**src/cei_pkg.sv**
```systemverilog
// shared types, constants and helpers for the complete elliptic integral block
// no dependencies; imported by cei_alu and complete_elliptic_integral
package cei_pkg;

  localparam int CEI_MAX_LANDEN_STEPS = 16;

  localparam int MOD_W   = 32;
  localparam int OUT_W   = 32;
  localparam int STEPS_W = 5;
  localparam int LIMIT_W = 21;
  localparam int ALU_A_W = 64;
  localparam int ALU_B_W = 33;
  localparam int ALU_P_W = 70;
  localparam int LOG_BITS = 30;

  localparam logic [31:0] ONE_Q31     = 32'h8000_0000;
  localparam logic [62:0] ONE_SQ_Q62  = 63'h4000_0000_0000_0000;
  localparam logic [36:0] PROD_CAP    = 37'h10_0000_0000;
  localparam logic [31:0] HALF_PI_Q30 = 32'd1686629713;
  localparam logic [31:0] LN2_Q31     = 32'd1488522236;
  localparam logic [35:0] ONE_Q30     = 36'h0_4000_0000;

  // configuration register indexes
  localparam logic CFG_LANDEN_STEPS = 1'b0;
  localparam logic CFG_SMALL_LIMIT  = 1'b1;

  typedef enum logic [1:0] {
    ALU_MUL  = 2'd0,
    ALU_SQRT = 2'd1,
    ALU_DIV  = 2'd2
  } alu_op_t;

  typedef struct packed {
    logic                 start;
    alu_op_t              op;
    logic [ALU_A_W-1:0]   a;
    logic [ALU_B_W-1:0]   b;
  } alu_req_t;

  typedef struct packed {
    logic                 busy;
    logic                 done;
    logic [ALU_P_W-1:0]   result;
  } alu_rsp_t;

  // round q30 to q8.24 and saturate
  function automatic logic [OUT_W-1:0] q30_to_out(input logic [39:0] v);
    logic [40:0] sum;
    logic [34:0] r;
    sum = {1'b0, v} + 41'd32;
    r   = sum[40:6];
    if (r[34:32] != 3'd0) begin
      return '1;
    end
    return r[31:0];
  endfunction

endpackage

```
**src/cei_alu.sv**
```systemverilog
// shared arithmetic unit: split multiply, bit-serial square root and divide
// depends on cei_pkg
module cei_alu (
  input  logic              clk,
  input  logic              rst_n,
  input  cei_pkg::alu_req_t req,
  output cei_pkg::alu_rsp_t rsp
);
  import cei_pkg::*;

  localparam int ITER  = 32;
  localparam int CNT_W = 6;

  alu_op_t          op_r;
  logic [63:0]      a_r;
  logic [32:0]      b_r;
  logic [34:0]      rem_r;
  logic [31:0]      root_r;
  logic [69:0]      acc_r;
  logic [CNT_W-1:0] cnt_r;
  logic             busy_r;
  logic             done_r;

  logic [30:0] mx;
  logic [63:0] mprod;
  logic [34:0] r2s, trial, r2d, dv;
  logic        ges, ged;

  // one 31x33 multiplier, low part first then high part
  assign mx    = cnt_r[0] ? {25'd0, a_r[36:31]} : a_r[30:0];
  assign mprod = {33'd0, mx} * {31'd0, b_r};

  // root digit and quotient bit trials
  assign r2s   = {rem_r[32:0], a_r[63:62]};
  assign trial = {1'b0, root_r, 2'b01};
  assign ges   = r2s >= trial;
  assign r2d   = {rem_r[33:0], a_r[63]};
  assign dv    = {2'b00, b_r};
  assign ged   = r2d >= dv;

  always_ff @(posedge clk) begin
    if (!rst_n) begin
      busy_r <= 1'b0;
      done_r <= 1'b0;
      cnt_r  <= '0;
    end else begin
      done_r <= 1'b0;
      if (req.start) begin
        op_r   <= req.op;
        b_r    <= req.b;
        cnt_r  <= '0;
        busy_r <= 1'b1;
        root_r <= '0;
        if (req.op == ALU_DIV) begin
          rem_r <= {3'd0, req.a[63:32]};
          a_r   <= {req.a[31:0], 32'd0};
        end else begin
          rem_r <= '0;
          a_r   <= req.a;
        end
      end else if (busy_r) begin
        case (op_r)
          ALU_MUL: begin
            if (cnt_r == '0) begin
              acc_r <= {6'd0, mprod};
              cnt_r <= CNT_W'(1);
            end else begin
              acc_r  <= acc_r + {mprod[38:0], 31'd0};
              busy_r <= 1'b0;
              done_r <= 1'b1;
            end
          end
          ALU_SQRT: begin
            if (ges) begin
              rem_r  <= r2s - trial;
              root_r <= {root_r[30:0], 1'b1};
            end else begin
              rem_r  <= r2s;
              root_r <= {root_r[30:0], 1'b0};
            end
            a_r   <= {a_r[61:0], 2'b00};
            cnt_r <= cnt_r + CNT_W'(1);
            if (cnt_r == CNT_W'(ITER - 1)) begin
              busy_r <= 1'b0;
              done_r <= 1'b1;
            end
          end
          ALU_DIV: begin
            if (ged) begin
              rem_r  <= r2d - dv;
              root_r <= {root_r[30:0], 1'b1};
            end else begin
              rem_r  <= r2d;
              root_r <= {root_r[30:0], 1'b0};
            end
            a_r   <= {a_r[62:0], 1'b0};
            cnt_r <= cnt_r + CNT_W'(1);
            if (cnt_r == CNT_W'(ITER - 1)) begin
              busy_r <= 1'b0;
              done_r <= 1'b1;
            end
          end
          default: begin
            busy_r <= 1'b0;
            done_r <= 1'b1;
          end
        endcase
      end
    end
  end

  assign rsp.busy   = busy_r;
  assign rsp.done   = done_r;
  assign rsp.result = (op_r == ALU_MUL) ? acc_r : {38'd0, root_r};

endmodule

```
**src/complete_elliptic_integral.sv**
```systemverilog
// Complete elliptic integrals K(k) and K'(k) from a Q1.31 modulus, Q8.24 results.
// Every multiply, square root and divide runs on one shared unit (cei_alu); a square
// root or divide produces one bit a cycle. An integral is found by Landen steps, or
// by the logarithmic form near a singular end. The block takes one request at a
// time and is not ready until its result has been taken.
// depends on cei_pkg and cei_alu
module complete_elliptic_integral #(
  parameter int MAX_LANDEN_STEPS = cei_pkg::CEI_MAX_LANDEN_STEPS
) (
  input  logic                          clk,
  input  logic                          rst_n,
  input  logic                          in_valid,
  output logic                          in_ready,
  input  logic [cei_pkg::MOD_W-1:0]     in_modulus,
  output logic                          out_valid,
  input  logic                          out_ready,
  output logic [cei_pkg::OUT_W-1:0]     out_integral_k,
  output logic [cei_pkg::OUT_W-1:0]     out_integral_k_complement,
  output logic                          out_k_infinite,
  output logic                          out_k_complement_infinite,
  input  logic                          cfg_wr_en,
  input  logic                          cfg_index,
  input  logic [cei_pkg::LIMIT_W-1:0]   cfg_wdata
);
  import cei_pkg::*;

  localparam int CNT_W = $clog2(MAX_LANDEN_STEPS + 1);

  typedef enum logic [15:0] {
    S_IDLE   = 16'h0001,
    S_REMSQ  = 16'h0002,
    S_KMINSQ = 16'h0004,
    S_KPROOT = 16'h0008,
    S_SEL    = 16'h0010,
    S_LSQ    = 16'h0020,
    S_LROOT  = 16'h0040,
    S_LDIV   = 16'h0080,
    S_LQSQ   = 16'h0100,
    S_LPROD  = 16'h0200,
    S_LFIN   = 16'h0400,
    S_GNORM  = 16'h0800,
    S_GSQR   = 16'h1000,
    S_GLN    = 16'h2000,
    S_GMSQ   = 16'h4000,
    S_GCOR   = 16'h8000
  } state_t;

  state_t             state_r;
  logic               issued_r;
  logic [STEPS_W-1:0] steps_r;
  logic [LIMIT_W-1:0] limit_r;
  logic [31:0]        k_r, kp_r, m_r, s_r, mant_r;
  logic [62:0]        rem_r;
  logic               asym_k_r;
  logic               which_r;
  logic [36:0]        prod_r;
  logic [CNT_W-1:0]   cnt_r;
  logic [29:0]        frac_r;
  logic [4:0]         shift_r;
  logic [4:0]         iter_r;
  logic [35:0]        lval_r;
  logic               out_valid_r;
  logic [OUT_W-1:0]   out_k_r, out_kc_r;
  logic               out_kinf_r, out_kcinf_r;

  alu_req_t           alu_req;
  alu_rsp_t           alu_rsp;

  logic [69:0]        p;
  logic               done;
  logic [CNT_W-1:0]   steps_eff;
  logic [35:0]        lm1, n_val;
  logic [32:0]        t_sq;
  logic [63:0]        m_round;
  logic [36:0]        prod_nxt;
  logic [22:0]        sq_cap;
  logic               fin_en;
  logic [OUT_W-1:0]   fin_val;
  logic               accept;

  cei_alu u_alu (
    .clk   (clk),
    .rst_n (rst_n),
    .req   (alu_req),
    .rsp   (alu_rsp)
  );

  assign p        = alu_rsp.result;
  assign done     = issued_r && alu_rsp.done;
  assign accept   = in_valid && in_ready;
  assign in_ready = (state_r == S_IDLE) && !out_valid_r;

  // effective step count
  always_comb begin
    if (steps_r == '0) begin
      steps_eff = CNT_W'(1);
    end else if (32'(steps_r) > 32'(MAX_LANDEN_STEPS)) begin
      steps_eff = CNT_W'(MAX_LANDEN_STEPS);
    end else begin
      steps_eff = CNT_W'(steps_r);
    end
  end

  // datapath helpers on the unit result
  assign lm1      = (lval_r > ONE_Q30) ? (lval_r - ONE_Q30) : '0;
  assign n_val    = {6'(6'd2 + {1'b0, shift_r}), 30'd0} - {6'd0, frac_r};
  assign t_sq     = p[63:31];
  assign m_round  = p[63:0] + 64'h0000_0000_4000_0000;
  assign prod_nxt = (p[69:31] > {2'b00, PROD_CAP}) ? PROD_CAP : p[67:31];
  assign sq_cap   = (p[63:20] > 44'h40_0000) ? 23'h40_0000 : p[42:20];

  // integral finished
  always_comb begin
    fin_en  = 1'b0;
    fin_val = '0;
    unique case (state_r)
      S_LFIN: begin
        fin_en  = done;
        fin_val = q30_to_out({1'b0, p[69:31]});
      end
      S_GCOR: begin
        fin_en  = done;
        fin_val = q30_to_out(40'(lval_r) + 40'(p[69:44]));
      end
      S_GNORM: begin
        fin_en  = (m_r == '0);
        fin_val = '1;
      end
      default: begin
        fin_en  = 1'b0;
        fin_val = '0;
      end
    endcase
  end

  // request to the shared unit
  always_comb begin
    alu_req.start = 1'b0;
    alu_req.op    = ALU_MUL;
    alu_req.a     = '0;
    alu_req.b     = '0;
    unique case (state_r)
      S_REMSQ: begin
        alu_req.a = 64'(k_r);
        alu_req.b = 33'(k_r);
      end
      S_KMINSQ: begin
        alu_req.a = 64'(limit_r);
        alu_req.b = 33'(limit_r);
      end
      S_KPROOT, S_LROOT: begin
        alu_req.op = ALU_SQRT;
        alu_req.a  = {1'b0, rem_r};
      end
      S_LSQ, S_GMSQ: begin
        alu_req.a = 64'(m_r);
        alu_req.b = 33'(m_r);
      end
      S_LDIV: begin
        alu_req.op = ALU_DIV;
        alu_req.a  = {1'b0, m_r, 31'd0};
        alu_req.b  = {1'b0, ONE_Q31} + {1'b0, s_r};
      end
      S_LQSQ: begin
        alu_req.a = 64'(s_r);
        alu_req.b = 33'(s_r);
      end
      S_LPROD: begin
        alu_req.a = 64'(prod_r);
        alu_req.b = {1'b0, ONE_Q31} + {1'b0, m_r};
      end
      S_LFIN: begin
        alu_req.a = 64'(prod_r);
        alu_req.b = 33'(HALF_PI_Q30);
      end
      S_GSQR: begin
        alu_req.a = 64'(mant_r);
        alu_req.b = 33'(mant_r);
      end
      S_GLN: begin
        alu_req.a = 64'(n_val);
        alu_req.b = 33'(LN2_Q31);
      end
      S_GCOR: begin
        alu_req.a = 64'(lm1);
        alu_req.b = 33'(s_r);
      end
      default: begin
        alu_req.a = '0;
      end
    endcase
    if (state_r != S_IDLE && state_r != S_SEL && state_r != S_GNORM) begin
      alu_req.start = !issued_r;
    end
  end

  // configuration writes
  always_ff @(posedge clk) begin
    if (!rst_n) begin
      steps_r <= STEPS_W'(8);
      limit_r <= LIMIT_W'(2147);
    end else if (cfg_wr_en) begin
      unique case (cfg_index)
        CFG_LANDEN_STEPS: steps_r <= cfg_wdata[STEPS_W-1:0];
        CFG_SMALL_LIMIT:  limit_r <= cfg_wdata;
        default:          steps_r <= steps_r;
      endcase
    end
  end

  // sequencer
  always_ff @(posedge clk) begin
    if (!rst_n) begin
      state_r     <= S_IDLE;
      issued_r    <= 1'b0;
      out_valid_r <= 1'b0;
      which_r     <= 1'b0;
    end else begin
      if (out_valid_r && out_ready) begin
        out_valid_r <= 1'b0;
      end
      if (alu_req.start) begin
        issued_r <= 1'b1;
      end else if (done) begin
        issued_r <= 1'b0;
      end

      unique case (state_r)
        S_IDLE: begin
          if (accept) begin
            k_r     <= (in_modulus > ONE_Q31) ? ONE_Q31 : in_modulus;
            which_r <= 1'b0;
            state_r <= S_REMSQ;
          end
        end
        S_REMSQ: begin
          if (done) begin
            rem_r   <= ONE_SQ_Q62 - p[62:0];
            state_r <= S_KMINSQ;
          end
        end
        S_KMINSQ: begin
          if (done) begin
            asym_k_r <= rem_r < p[62:0];
            state_r  <= S_KPROOT;
          end
        end
        S_KPROOT: begin
          if (done) begin
            kp_r    <= p[31:0];
            state_r <= S_SEL;
          end
        end
        S_SEL: begin
          if (!which_r) begin
            if (k_r == ONE_Q31) begin
              out_k_r    <= '1;
              out_kinf_r <= 1'b1;
              which_r    <= 1'b1;
            end else begin
              out_kinf_r <= 1'b0;
              if (asym_k_r) begin
                m_r     <= kp_r;
                mant_r  <= kp_r;
                shift_r <= '0;
                frac_r  <= '0;
                iter_r  <= '0;
                state_r <= S_GNORM;
              end else begin
                m_r     <= k_r;
                prod_r  <= 37'(ONE_Q31);
                cnt_r   <= '0;
                state_r <= S_LSQ;
              end
            end
          end else begin
            if (k_r == '0) begin
              out_kc_r    <= '1;
              out_kcinf_r <= 1'b1;
              out_valid_r <= 1'b1;
              state_r     <= S_IDLE;
            end else begin
              out_kcinf_r <= 1'b0;
              if (k_r < 32'(limit_r)) begin
                m_r     <= k_r;
                mant_r  <= k_r;
                shift_r <= '0;
                frac_r  <= '0;
                iter_r  <= '0;
                state_r <= S_GNORM;
              end else begin
                m_r     <= kp_r;
                prod_r  <= 37'(ONE_Q31);
                cnt_r   <= '0;
                state_r <= S_LSQ;
              end
            end
          end
        end
        // landen step
        S_LSQ: begin
          if (done) begin
            rem_r   <= ONE_SQ_Q62 - p[62:0];
            state_r <= S_LROOT;
          end
        end
        S_LROOT: begin
          if (done) begin
            s_r     <= p[31:0];
            state_r <= S_LDIV;
          end
        end
        S_LDIV: begin
          if (done) begin
            s_r     <= p[31:0];
            state_r <= S_LQSQ;
          end
        end
        S_LQSQ: begin
          if (done) begin
            m_r     <= m_round[62:31];
            state_r <= S_LPROD;
          end
        end
        S_LPROD: begin
          if (done) begin
            prod_r <= prod_nxt;
            cnt_r  <= cnt_r + CNT_W'(1);
            if (cnt_r + CNT_W'(1) == steps_eff) begin
              state_r <= S_LFIN;
            end else begin
              state_r <= S_LSQ;
            end
          end
        end
        S_LFIN: begin
          state_r <= S_LFIN;
        end
        // logarithmic form: normalize, square for log2 bits, scale by ln2, square m and correct
        S_GNORM: begin
          if (m_r != '0) begin
            if (mant_r[31]) begin
              state_r <= S_GSQR;
            end else begin
              mant_r  <= {mant_r[30:0], 1'b0};
              shift_r <= shift_r + 5'd1;
            end
          end
        end
        S_GSQR: begin
          if (done) begin
            if (t_sq[32]) begin
              mant_r <= t_sq[32:1];
              frac_r <= {frac_r[28:0], 1'b1};
            end else begin
              mant_r <= t_sq[31:0];
              frac_r <= {frac_r[28:0], 1'b0};
            end
            iter_r <= iter_r + 5'd1;
            if (iter_r == 5'(LOG_BITS - 1)) begin
              state_r <= S_GLN;
            end
          end
        end
        S_GLN: begin
          if (done) begin
            lval_r  <= p[66:31];
            state_r <= S_GMSQ;
          end
        end
        S_GMSQ: begin
          if (done) begin
            s_r     <= 32'(sq_cap);
            state_r <= S_GCOR;
          end
        end
        S_GCOR: begin
          state_r <= S_GCOR;
        end
        default: begin
          state_r <= S_IDLE;
        end
      endcase

      // store a finished integral
      if (fin_en) begin
        if (!which_r) begin
          out_k_r <= fin_val;
          which_r <= 1'b1;
          state_r <= S_SEL;
        end else begin
          out_kc_r    <= fin_val;
          out_valid_r <= 1'b1;
          state_r     <= S_IDLE;
        end
      end
    end
  end

  assign out_valid                 = out_valid_r;
  assign out_integral_k            = out_k_r;
  assign out_integral_k_complement = out_kc_r;
  assign out_k_infinite            = out_kinf_r;
  assign out_k_complement_infinite = out_kcinf_r;

`ifndef SYNTHESIS
  a_alu_idle_on_start: assert property (@(posedge clk) disable iff (!rst_n)
    alu_req.start |-> !alu_rsp.busy)
    else $error("shared unit started while busy");

  a_prod_capped: assert property (@(posedge clk) disable iff (!rst_n)
    (state_r == S_LFIN) |-> (prod_r <= PROD_CAP))
    else $error("landen product above cap");

  a_inf_saturates: assert property (@(posedge clk) disable iff (!rst_n)
    (out_valid_r && out_kinf_r) |-> (out_k_r == '1))
    else $error("infinite K not saturated");

  a_no_accept_busy: assert property (@(posedge clk) disable iff (!rst_n)
    accept |=> (state_r == S_REMSQ) && !out_valid_r)
    else $error("request accepted while busy");
`endif

endmodule
```
**config.mk**
```make
export PLATFORM = sky130hd
export DESIGN_NAME = complete_elliptic_integral
export DESIGN_NICKNAME = d
export VERILOG_FILES = /design/src/cei_pkg.sv /design/src/cei_alu.sv /design/src/complete_elliptic_integral.sv
export SDC_FILE = /design/constraint.sdc
export NUM_CORES = 2
export LEC_CHECK = 0
export BUFFER_PORTS_ARGS = -buffer_cell sky130_fd_sc_hd__buf_2
export CELL_PAD_IN_SITES_DETAIL_PLACEMENT = 1
export CELL_PAD_IN_SITES_GLOBAL_PLACEMENT = 1
export CORE_MARGIN = 3
export CORE_UTILIZATION = 25
export CTS_BUF_LIST = sky130_fd_sc_hd__clkbuf_16
export DETAILED_ROUTE_END_ITERATION = 6
export GPL_TIMING_DRIVEN = 0
export PLACE_DENSITY = 0.44
export SETUP_SLACK_MARGIN = 0.4
export SLEW_MARGIN = 20
export SYNTH_ARGS = -nofsm -noshare
export SYNTH_HDL_FRONTEND = slang
export SYNTH_HIERARCHICAL = 1
export SYNTH_SLANG_ARGS = --single-unit
```
**constraint.sdc**
```tcl
create_clock -name clk -period 11.2 [get_ports clk]
set_input_delay 3.36 -clock clk [delete_from_list [all_inputs] [get_ports clk]]
set_output_delay 3.36 -clock clk [all_outputs]
set_load 0.05 [all_outputs]
```
=== Word-level counts from Yosys, hierarchy flattened ===
Index checks and enable logic that the tools add are counted.

* Register bits after elaboration: 696
* Input bits: 59
* Output and inout bits: 68
* Word-level logic and storage cells: 326

* Add/subtract/negate cells: 17
* $mul: 1
* Magnitude comparators: 9
* Equal/unequal tests: 56
* Muxes and demuxes: 147
* Bitwise gates (word level): 5
* Reduce and logical (&&, ||, !) cells: 57

{| class="wikitable"
|+ Operator list
! cell !! count
|-
| 32-bit 2-to-1 mux || 32
|-
| 63-bit one-hot mux with 10 select lines || 1
|-
| 33-bit one-hot mux with 9 select lines || 1
|-
| 16-bit 2-to-1 mux || 18
|-
| 37-bit 2-to-1 mux || 7
|-
| 64-bit 2-to-1 mux || 4
|-
| 16-bit one-hot mux with 16 select lines || 1
|-
| 32-bit one-hot mux with 2 select lines || 3
|-
| 32-bit one-hot mux with 3 select lines || 2
|-
| 30-bit 2-to-1 mux || 6
|-
| 34-bit 2-to-1 mux || 4
|-
| 64-bit one-hot mux with 2 select lines || 1
|-
| 5-bit 2-to-1 mux || 17
|-
| 37-bit one-hot mux with 2 select lines || 1
|-
| 70-bit adder || 1
|-
| 70-bit 2-to-1 mux || 1
|-
| 34-bit one-hot mux with 2 select lines || 1
|-
| 32-bit by 32-bit adder with 33-bit output, first input constant || 2
|-
| 32-bit zero test || 2
|-
| 31-bit by 33-bit multiplier with 64-bit output || 1
|-
| 63-bit by 31-bit adder with 63-bit output, second input constant || 1
|-
| 63-bit < comparator || 1
|-
| 3-bit != test, second input constant || 21
|-
| 63-bit subtractor, first input constant || 1
|-
| 78 further kinds || 162
|}

=== Logic depth before layout (Yosys ltp) ===
* Word-level depth: 10
* Mapped depth: 41

=== Cells and area by module ===
The synthesis kept the hierarchy.

{| class="wikitable"
|+ By module, submodules not included
! module !! times used !! cells each !! area an instance (sq um) !! sequential area each (sq um)
|-
| cei_alu || 1 || 5679 || 50477.2 || 7216.9
|-
| complete_elliptic_integral || 1 || 2841 || 28338.4 || 13152.6
|}

=== Least setup slack after synthesis ===
Ideal clock, no wire load.

* Path type: reg-to-reg
* Start point: reg u_alu.cnt_r[0]
* End point: reg u_alu.acc_r[63], data pin
* Arrival: 9490 ps
* Required time: 10933 ps
* Slack: 1443 ps
* Stages on the path, launching flop included: 39
* Path buffers: 4
* Period minus slack after synthesis: 9757 ps
* Path through: dfxtp_1 > clkbuf_1 > clkbuf_1 > mux2i_1 > clkbuf_1 > nor2_1 > fa_1 > fa_1 > fa_1 > inv_1 > fa_1 > inv_1 > ha_1 > ha_1 > fa_1 > inv_1 > fa_1 > inv_1 > [... 3 more ...] > a32o_1 > nor2_1 > a21oi_1 > nor2_1 > o21bai_1 > a21oi_1 > xnor2_1 > ha_1 > clkbuf_1 > a21o_1 > a21o_1 > a211oi_1 > o31ai_1 > a221oi_1 > nor2_1 > a31oi_1 > xor2_1 > mux2i_1

* Cells in the longest elaborated chain, start to end: 4
* Elaborated cells between the ends (all ways): 5
* Those cells by class: add/sub (1); mul (1); mux (2); reduce/logical (1)

{| class="wikitable"
|+ RTL lines
! item !! line !! source
|-
| start, declared || cei_alu.sv:20 || <nowiki>logic [CNT_W-1:0] cnt_r;</nowiki>
|-
| start signal, assigned || cei_alu.sv:82 || <nowiki>cnt_r <= cnt_r + CNT_W'(1);</nowiki>
|-
| start signal, assigned || cei_alu.sv:97 || <nowiki>cnt_r <= cnt_r + CNT_W'(1);</nowiki>
|-
| 31-bit 2-to-1 mux || cei_alu.sv:30 || <nowiki>assign mx = cnt_r[0] ? {25'd0, a_r[36:31]} : a_r[30:0];</nowiki>
|-
| 31-bit by 33-bit multiplier with 64-bit output || cei_alu.sv:31 || <nowiki>assign mprod = {33'd0, mx} * {31'd0, b_r};</nowiki>
|-
| 70-bit adder || cei_alu.sv:68 || <nowiki>acc_r <= acc_r + {mprod[38:0], 31'd0};</nowiki>
|-
| 64-bit 2-to-1 mux (*) || cei_alu.sv:64 || <nowiki>if (cnt_r == '0) begin</nowiki>
|-
| end signal, assigned || cei_alu.sv:65 || <nowiki>acc_r <= {6'd0, mprod};</nowiki>
|-
| end signal, assigned || cei_alu.sv:68 ||
|-
| end, declared || cei_alu.sv:19 || <nowiki>logic [69:0] acc_r;</nowiki>
|}

Every way passes the cells marked *; elsewhere a longest branch is shown, timed or not.
A chain may end at the register's enable or synchronous reset.

=== Worst setup path after layout ===
* Start point: reg u_alu.b_r[0]
* End point: reg u_alu.acc_r[68], data pin

* Cells in the longest elaborated chain, start to end: 2

{| class="wikitable"
|+ RTL lines
! item !! line !! source
|-
| start, declared || cei_alu.sv:16 || <nowiki>logic [32:0] b_r;</nowiki>
|-
| start signal, assigned || cei_alu.sv:50 || <nowiki>b_r <= req.b;</nowiki>
|-
| 31-bit by 33-bit multiplier with 64-bit output || cei_alu.sv:31 ||
|-
| 70-bit adder || cei_alu.sv:68 ||
|}

No other way between the ends.

==> run metrics <==
Syn-to-layout area delta=14.1%; CTS Buf Count=a little over 90; DR vias/cell=between 5 and 6; Setup CP Type=reg -> reg; syn avg cell area=9.25 um^2; htree depth=3; CTS tree=built; CTS Buffer Depth=3; Post-Syn Instances=8,519; GRT Util Overall=0.254; clock sink count=approximately 700; worst rel slew slack=0.139; root buffer cell=clkbuf_16; max_cap viols=0; violated checks=DRC; Initial Util=0.252; Final ANT Viol Nets=0; drt total wl=415,000 um; initial antenna violation count=42; fmax=around 95 MHz; crit path DAT=10,980 ps; largest net degree at the start of global routing=47; Final setup viols=0; final core occ=0.287; gpl congestion=roughly 0.96; Hold Crit Depth=2; status=complete, but fails checks; grt total ovfl=0; RSZ-0062 raised after global routing=false; CP Data Required Time=between 10,000 and 15,000 ps; # nets final=approximately 10k; slowest cell on the critical path=fa_2; Core ar.=around 310,000 um^2; yosys warns=6; DR vias=roughly 67k; I/O pins=between 100 and 150; Worst-Skew Late Latency=around 750 ps; Synth Cell Area=a little under 80,000 um^2; Die ar.=322,000 um^2; FF-to-FF setup slack=roughly 680 ps; die width=~570 um; CP Capture Type=flip-flop; final hold vios=0; layout cells sized above 1=0.0762; fill cell count=36.2k; part of the cycle the worst path needs=0.939; Final HPWL DP=roughly 350,000 um; Critical R2R Capture=u_alu/acc_r[68]$_SDFFCE_PP0P_; vias in the first global route=a little over 70k; critical path peak fanout=11; post-DR wirelength/cell=31.8 um; row cnt=approximately 210; r2r worst-path depth=37; Worst setup SP type=flip-flop; clock skew=~84 ps; first-pass GRT wire length=approximately 580,000 um; Residual DRC=12; clk slew on worst S/H paths=about 60 ps; FF-to-FF Start=u_alu/b_r[0]$_DFFE_PP_; worst hold path startpoint=limit_r[3]$_SDFFE_PN0P_; min Tclk post-route=approximately 11,000 ps; Worst-Margin Slew=1290 ps; Final Max Slew Viols=0; hold path endpoint=limit_r[3]$_SDFFE_PN0P_; initial drt markers=a little under 6k; Worst Hold Class=reg -> reg; crit-path max cell delay=about 710 ps; Die Y=approximately 570 um; DRT Pass-1 Iters=7; input/output buffers=around 130
[per-stage QoR]
stage	area [um^2]	setup TNS, ps	instances	hold slack (ps)	worst slack [ps]
6_report	89900	0	13100	514	682
5_1_grt	89900	0	13100	544	332
4_1_cts	89500	0	13000	512	401
3_5_place_dp	85900	-33090	12800	503	-2310
3_3_place_gp	84600	-96030	12800	498	-2680
2_1_floorplan	78800	0	8520	449	1440
[sequential cells by signal (all words and copies together) (netlist names), 5 cells and up]
signal                     flops
u_alu/acc_r                   70
u_alu/a_r                     64
rem_r                         63
prod_r                        37
lval_r                        36
u_alu/rem_r                   34
u_alu/b_r                     33
k_r                           32
kp_r                          32
m_r                           32
mant_r                        32
out_integral_k                32
out_integral_k_complement     32
s_r                           32
u_alu/root_r                  32
frac_r                        30
limit_r                       21
state_r                       16
u_alu/cnt_r                    6
cnt_r                          5
iter_r                         5
shift_r                        5
steps_r                        5
[cells in the final DEF, fill, tap and decap left out, types with 95 or more instances in the layout]
master     instances
a21o_1           149
and2_1           496
nor3_1           152
xnor2_1          240
nand2_1         1145
clkbuf_16         95
clkbuf_1         315
fa_1             894
mux2i_1          152
ha_1             519
inv_1           1186
a21oi_1          397
nor2_1           359
o21ai_0          237
buf_2            184
edfxtp_1         643
nand3_1          169
[area by class of cell]
cell class,count,area [um^2],share of cell area
plain buffers,506,2240,0.0249
inverters,1172,4400,0.0489
multi-input cells,6146,52700,0.586
flip-flops and latches,696,20400,0.227
repair buffers,218,1920,0.0213
well taps,4140,5180,0.0576
clock buffers,95,2380,0.0264
clock inverters,78,668,0.00743
diodes,12,30.0,0.000334
[routing by layer]
metal | GRT usage | up-vias | wire, um
li1 | - | 29100 | -
met1 | 0.338 | 35000 | 182000
met5 | 0 | - | 0
met2 | 0.412 | 2223 | 190000
met4 | 0.108 | 0 | 22200
met3 | 0.0341 | 535 | 21800
[repair_timing]
item,4_1_cts,5_1_grt
pin swaps,3,12
hold buffers,0,0
gates resized for setup,116,130
endpoints found under the setup margin,45,14
setup buffers,18,14
[worst max-delay path: cells and delay by family, from the launching register on]
family                     cells  cell delay, ps
AOI/OAI and AO/OA              8            1870
xor gates and xnor gates       2             260
adders and majority gates     10            4700
buffers and inverters          8            1170
DFF                            1             630
and+or+nand+nor                9            1550
[worst max path at each step]
stage	from	to	slack (ps)	cells after the start
2_1_floorplan	u_alu/cnt_r[0]$_SDFFE_PN0P_	u_alu/acc_r[63]$_DFFE_PP_	1440	38
3_3_place_gp	u_alu/cnt_r[0]$_SDFFE_PN0P_	u_alu/acc_r[63]$_DFFE_PP_	-2680	38
3_5_place_dp	u_alu/cnt_r[0]$_SDFFE_PN0P_	u_alu/acc_r[63]$_DFFE_PP_	-2310	38
4_1_cts	u_alu/cnt_r[0]$_SDFFE_PN0P_	u_alu/acc_r[68]$_SDFFCE_PP0P_	400	40
5_1_grt	u_alu/cnt_r[0]$_SDFFE_PN0P_	u_alu/acc_r[68]$_SDFFCE_PP0P_	330	39
6_report	u_alu/b_r[0]$_DFFE_PP_	u_alu/acc_r[68]$_SDFFCE_PP0P_	680	37
Power is not shown: default switching activity piles up to over one toggle a cycle in this logic, so the estimate is an artifact.
